===== src/rtl/core/nms_pkg.sv =====
// Package with the shared constants, types and control structures of the box suppression block.
`timescale 1ns / 1ps
package nms_pkg;

    localparam int MaxBoxes = 64;
    localparam int AddrW    = $clog2(MaxBoxes);
    localparam int CntW     = AddrW + 1;
    localparam int ThrW     = 17;
    localparam int KeepW    = 7;
    localparam int RankW    = 6;
    localparam int CfgIdxW  = 1;
    localparam int CfgDataW = 17;

    localparam logic [CfgIdxW-1:0] CfgThr  = 1'b0;
    localparam logic [CfgIdxW-1:0] CfgKeep = 1'b1;

    localparam logic [ThrW-1:0]  ThrReset  = 17'd29491;
    localparam logic [KeepW-1:0] KeepReset = 7'd64;
    localparam logic [KeepW-1:0] KeepLimit = 7'd64;

    typedef struct packed {
        logic [15:0] x1;
        logic [15:0] y1;
        logic [15:0] x2;
        logic [15:0] y2;
        logic [15:0] score;
        logic [7:0]  cls;
    } t_box;

    typedef struct packed {
        logic             in_ready;
        logic             st_we;
        logic [AddrW-1:0] st_waddr;
        logic [AddrW-1:0] st_raddr;
        logic             st_src_rank;
        logic             lat_si;
        logic             cnt_clr;
        logic             rk_issue;
        logic [AddrW-1:0] rk_j;
        logic [AddrW-1:0] cur_i;
        logic             rk_we;
        logic [AddrW-1:0] rk_raddr;
        logic             lat_a;
        logic             keep;
        logic             push;
        logic             push_last;
        logic             pr_issue;
        logic [AddrW-1:0] pr_j;
        logic             supp_clr;
        logic [RankW-1:0] emit_rank;
    } t_cmd;

    typedef struct packed {
        logic supp_cur;
        logic pipe_busy;
        logic out_free;
        logic pend_valid;
        logic supp_none;
    } t_sts;

endpackage


===== src/rtl/core/nms_ctrl.sv =====
// Controller state machine that sequences loading, ranking, suppression and emission.
`timescale 1ns / 1ps
module nms_ctrl (
    input  logic                      i_clk,
    input  logic                      i_rst_n,
    input  logic                      i_in_valid,
    input  logic                      i_in_last,
    input  logic [nms_pkg::KeepW-1:0] i_max_keep,
    input  nms_pkg::t_sts             i_sts,
    output nms_pkg::t_cmd             o_cmd
);
    import nms_pkg::*;

    typedef enum logic [13:0] {
        S_LOAD  = 14'b00000000000001,
        S_RK_A  = 14'b00000000000010,
        S_RK_AW = 14'b00000000000100,
        S_RK_SW = 14'b00000000001000,
        S_RK_DR = 14'b00000000010000,
        S_RK_WR = 14'b00000000100000,
        S_GA    = 14'b00000001000000,
        S_GB    = 14'b00000010000000,
        S_GC    = 14'b00000100000000,
        S_KEEP  = 14'b00001000000000,
        S_SW    = 14'b00010000000000,
        S_DRAIN = 14'b00100000000000,
        S_FLUSH = 14'b01000000000000,
        S_CLR   = 14'b10000000000000
    } t_state;

    t_state            r_state, n_state;
    logic [CntW-1:0]   r_cnt, n_cnt;
    logic [CntW-1:0]   r_i, n_i;
    logic [CntW-1:0]   r_j, n_j;
    logic [KeepW-1:0]  r_emit, n_emit;
    logic [KeepW-1:0]  w_cap;
    logic [CntW-1:0]   w_i_inc;
    logic [CntW-1:0]   w_j_inc;

    assign w_cap   = (i_max_keep > KeepLimit) ? KeepLimit : i_max_keep;
    assign w_i_inc = r_i + CntW'(1);
    assign w_j_inc = r_j + CntW'(1);

    always_ff @(posedge i_clk) begin
        if (!i_rst_n) begin
            r_state <= S_LOAD;
            r_cnt   <= '0;
            r_i     <= '0;
            r_j     <= '0;
            r_emit  <= '0;
        end else begin
            r_state <= n_state;
            r_cnt   <= n_cnt;
            r_i     <= n_i;
            r_j     <= n_j;
            r_emit  <= n_emit;
        end
    end

    always_comb begin
        n_state = r_state;
        n_cnt   = r_cnt;
        n_i     = r_i;
        n_j     = r_j;
        n_emit  = r_emit;
        o_cmd             = '0;
        o_cmd.st_waddr    = r_cnt[AddrW-1:0];
        o_cmd.cur_i       = r_i[AddrW-1:0];
        o_cmd.emit_rank   = r_emit[RankW-1:0];
        o_cmd.rk_j        = r_j[AddrW-1:0];
        o_cmd.pr_j        = r_j[AddrW-1:0];
        case (r_state)
            S_LOAD: begin
                o_cmd.in_ready = 1'b1;
                if (i_in_valid) begin
                    if (r_cnt < CntW'(MaxBoxes)) begin
                        o_cmd.st_we = 1'b1;
                        n_cnt       = r_cnt + CntW'(1);
                    end
                    if (i_in_last) begin
                        n_i     = '0;
                        n_state = S_RK_A;
                    end
                end
            end
            S_RK_A: begin
                o_cmd.st_raddr = r_i[AddrW-1:0];
                o_cmd.cnt_clr  = 1'b1;
                n_state        = S_RK_AW;
            end
            S_RK_AW: begin
                o_cmd.lat_si = 1'b1;
                n_j          = '0;
                n_state      = S_RK_SW;
            end
            S_RK_SW: begin
                o_cmd.st_raddr = r_j[AddrW-1:0];
                o_cmd.rk_issue = 1'b1;
                n_j            = w_j_inc;
                if (w_j_inc == r_cnt) begin
                    n_state = S_RK_DR;
                end
            end
            S_RK_DR: begin
                n_state = S_RK_WR;
            end
            S_RK_WR: begin
                o_cmd.rk_we = 1'b1;
                if (w_i_inc == r_cnt) begin
                    n_i    = '0;
                    n_emit = '0;
                    n_state = (w_cap == '0) ? S_CLR : S_GA;
                end else begin
                    n_i     = w_i_inc;
                    n_state = S_RK_A;
                end
            end
            S_GA: begin
                o_cmd.rk_raddr = r_i[AddrW-1:0];
                n_state        = S_GB;
            end
            S_GB: begin
                o_cmd.st_src_rank = 1'b1;
                n_state           = S_GC;
            end
            S_GC: begin
                o_cmd.lat_a = 1'b1;
                if (!i_sts.supp_cur) begin
                    n_state = S_KEEP;
                end else if (w_i_inc == r_cnt) begin
                    n_state = S_FLUSH;
                end else begin
                    n_i     = w_i_inc;
                    n_state = S_GA;
                end
            end
            S_KEEP: begin
                if (!i_sts.pend_valid || i_sts.out_free) begin
                    o_cmd.push = i_sts.pend_valid;
                    o_cmd.keep = 1'b1;
                    n_emit     = r_emit + KeepW'(1);
                    if ((r_emit + KeepW'(1)) == w_cap || w_i_inc == r_cnt) begin
                        n_state = S_FLUSH;
                    end else begin
                        n_j     = w_i_inc;
                        n_state = S_SW;
                    end
                end
            end
            S_SW: begin
                o_cmd.pr_issue    = 1'b1;
                o_cmd.rk_raddr    = r_j[AddrW-1:0];
                o_cmd.st_src_rank = 1'b1;
                n_j               = w_j_inc;
                if (w_j_inc == r_cnt) begin
                    n_state = S_DRAIN;
                end
            end
            S_DRAIN: begin
                o_cmd.st_src_rank = 1'b1;
                if (!i_sts.pipe_busy) begin
                    if (w_i_inc == r_cnt) begin
                        n_state = S_FLUSH;
                    end else begin
                        n_i     = w_i_inc;
                        n_state = S_GA;
                    end
                end
            end
            S_FLUSH: begin
                if (!i_sts.pend_valid) begin
                    n_state = S_CLR;
                end else if (i_sts.out_free) begin
                    o_cmd.push      = 1'b1;
                    o_cmd.push_last = 1'b1;
                    n_state         = S_CLR;
                end
            end
            S_CLR: begin
                o_cmd.supp_clr = 1'b1;
                n_cnt          = '0;
                n_state        = S_LOAD;
            end
            default: begin
                n_state = S_LOAD;
            end
        endcase
    end
endmodule


===== config.mk =====
export PLATFORM = sky130hd
export DESIGN_NAME = nms_ctrl
export DESIGN_NICKNAME = d
export VERILOG_FILES = /design/src/rtl/core/nms_pkg.sv /design/src/rtl/core/nms_ctrl.sv
export SDC_FILE = /design/constraint.sdc
export NUM_CORES = 1
export LEC_CHECK = 0
export ABC_AREA = 0
export BUFFER_PORTS_ARGS = -buffer_cell sky130_fd_sc_hd__buf_2
export CAP_MARGIN = 20
export CORE_MARGIN = 10
export CORE_UTILIZATION = 57
export CTS_CLUSTER_SIZE = 28
export DETAILED_ROUTE_END_ITERATION = 16
export GPL_TIMING_DRIVEN = 0
export PLACE_DENSITY = 0.84
export SYNTH_ARGS = -nofsm -noshare
export SYNTH_HDL_FRONTEND = slang
export SYNTH_SLANG_ARGS = --single-unit

===== constraint.sdc =====
create_clock -name i_clk -period 3.3 [get_ports i_clk]
set_input_delay 0 -clock i_clk [delete_from_list [all_inputs] [get_ports i_clk]]
set_output_delay 0 -clock i_clk [all_outputs]
set_load 0.005 [all_outputs]

==> key figures <==
Status
  • Status: completed

Clock tree
  • CTS tree: yes
  • Clk Latency, worst-skew pair: 0.30 ns
  • Clock root buffer: clkbuf_8
  • Reg clk slew, reported paths: 0.09 ns
  • # hold bufs at CTS: 0
  • CTS max path bufs: 2
  • Num CTS Buffers: 5
  • H-tree depth: 2
  • Sinks on the clock net: 42

Critical path
  • Top delay family on crit path: simple AND/OR/NAND/NOR gates
  • Critical-path top delay cell: nor4_4
  • Cell Chain, Critical Path: clkbuf_1, nor3_1, nand3_2, nor4_4, nor2_1, o2111ai_2, or3_4, o31ai_2
  • Crit-path max cell delay: 0.74 ns
  • Crit Path Class: reg -> reg
  • CP arrival: 3.33 ns
  • Worst Setup End Kind: flip-flop
  • Startpoint types: flip-flop
  • Worst EP required: 3.47 ns
  • Crit path max fanout: 10
  • Worst path bufs/invs: 1

Yosys
  • Synthesized flop and latch total: 42
  • Yosys cell types: 72
  • Post-synth top area share: 22.1%
  • Total nets after synthesis: 518
  • Commonest cells post-synth: 51 x nor2_1, 42 x dfxtp_1, 38 x nand2_1
  • Mean Syn Cell Area: 7.65 um2
  • Post-synth EDFFs: 0
  • Register area share after synthesis: 22.1%
  • Top-count cell post-synth: nor2_1
  • Synth Flop Type: dfxtp_1
  • Asr flop ratio synth: 0%
  • Synth area leader: dfxtp_1
  • Yosys warns: 0
  • Cells after Synth: 498
  • Largest cells by area after synthesis: dfxtp_1 22%, buf_4 6.1%, nor2_1 5.0%
  • Cell Area, Synth: 0.00381 mm2

Pwr
  • Maximum vdd drop: 0.163 mV
  • P_leak: 1.93 nW
  • P per Cell Area: 335 mW/mm2
  • Tot Pwr: 1.46 mW

Timing
  • Final hold slack: 0.0274 ns
  • Min Tclk post-route: 3.16 ns
  • RSZ-0062 raised after global routing: false
  • Worst relative slew slack: 38.6%
  • Worst Max-Slew Pin Slew: 0.913 ns
  • Final Hold Fails: 0
  • Fin. max-slew vios: 0
  • Fmax: 316 MHz
  • Period utilization: 95.8%
  • Clock skew: 0.00824 ns
  • Total negative slack: 0 ns
  • # setup viols final: 0

Finish
  • Layout cell share with drive strength beyond 1: 23.5%
  • Post-layout util: 67.7%
  • ANT cells: 0
  • Non-Filler Instances: 651
  • Syn-to-layout area delta: 14.2%
  • Final #Nets: 593

Placement
  • DPL Wire Length: 8.98 mm
  • Cells after DPL: 643
  • Port buffer count: 68
  • GPL Wtd Cong: 0.978

Routing
  • DR iter-0 viols: 401
  • Final WL: 11.7 mm
  • Total number of vias: 4108
  • DR vias/cell: 6.31
  • WL/cell: 18.0 um
  • DRT Pass-1 Iters: 5
  • # DRC: 0
  • Antenna viol nets, final: 0

Die
  • Row count: 29
  • Die ar.: 0.0103 mm2
  • Die height: 102 um
  • Initial Util: 59.3%
  • Die W: 102 um
  • Core box area: 0.00642 mm2
  • I/O pins: 71

Min path
  • HP Class: in -> reg

Global route
  • Vias in the first global route: 3803
  • Global route overflow: 0
  • Total track usage: 22.2%
  • Largest net degree at the start of global routing: 13
  • First-pass GRT wire length: 18.8 mm
  • Initial antenna violation count: 0

Job
  • MaxCap Viol Count: 0
[kinds of logic (layout without fill, tap and decap cells)]
group                    count (synthesis)  count (layout)  synth area share, %
AND/OR/NAND/NOR                        225             225                 34.1
AO/OA/AOI/OAI                          103             103                 19.8
buffers and inverters                   85             161                 12.1
flip-flops                              42              42                 22.1
XOR/XNOR                                34              34                 9.33
multiplexers                             5               5                 1.31
adder cells (fa/ha/maj)                  4               4                 1.31
[registers in the layout (all words and copies together), names as in the netlist]
register / flops
r_cnt: 7
r_emit: 7
r_i: 7
r_j: 7
r_state: 14
[per-stage QoR]
stage	area [um2]	setup slack, ns
5_1_grt	4350	0.0363
3_5_place_dp	4240	0.253
2_1_floorplan	3810	0.793
6_report	4350	0.138
3_3_place_gp	4240	0.263
4_1_cts	4340	0.232
[final timing paths]
check                          startpoint                       end  slack [ns]  depth (start not counted)
hold reg to reg    r_emit[1]$_SDFFE_PN0P_    r_emit[1]$_SDFFE_PN0P_        0.50                          2
hold / removal                   i_sts[4]   r_state[9]$_SDFFE_PN0P_        0.03                          3
setup / recovery  r_state[8]$_SDFFE_PN0P_  r_state[10]$_SDFFE_PN0P_        0.14                          8
setup reg to reg  r_state[8]$_SDFFE_PN0P_  r_state[10]$_SDFFE_PN0P_        0.14                          8
[layer usage]
metal / part of all wire (%) / track usage [%] / vias to the layer above
li1: - / - / 1932
met1: 44 / 29.8 / 1922
met2: 44 / 34.9 / 226
met3: 10 / 4.49 / 28
met4: 2.1 / 6.49 / 0
met5: 0 / 0 / -
[placed cells by master, fill, tap and decap left out, drive strengths merged, types with 13 or more instances in the layout]
cell type  instances
nor2              51
nand2             38
nor3              14
buf              108
xor2              17
dfxtp             42
xnor2             13
o21ai             25
clkbuf            39
nand3             18
[what timing repair did]
item,CTS,global route
endpoints found under the setup margin,0,2
resized for setup,0,3
setup buffers,0,0
endpoints found under the hold margin,0,0
[worst reg2reg max path, delay by kind of cell (launching register included)]
kind                   cells  cell delay (ns)
AOI/OAI and AO/OA          2             0.52
buffers and inverters      1             0.21
and+or+nand+nor            5             2.00
DFF                        1             0.30
[cell type report]
cell class / count / area (um2)
clock buffer: 7 / 86.3
multi-input combinational: 371 / 2520
clock inverter: 1 / 5.00
inverter: 13 / 50.0
fill: 560 / 2070
timing repair buffer: 68 / 340
tap: 77 / 96.3
sequential: 42 / 841
buffer: 72 / 409
[report_power, final]
part	switching (mW)	total (mW)	internal [mW]
clock	0.193	0.362	0.169
combinational	0.329	0.544	0.215
sequential	0.0236	0.550	0.527
Note: power is estimated with default switching activity, not from simulation.
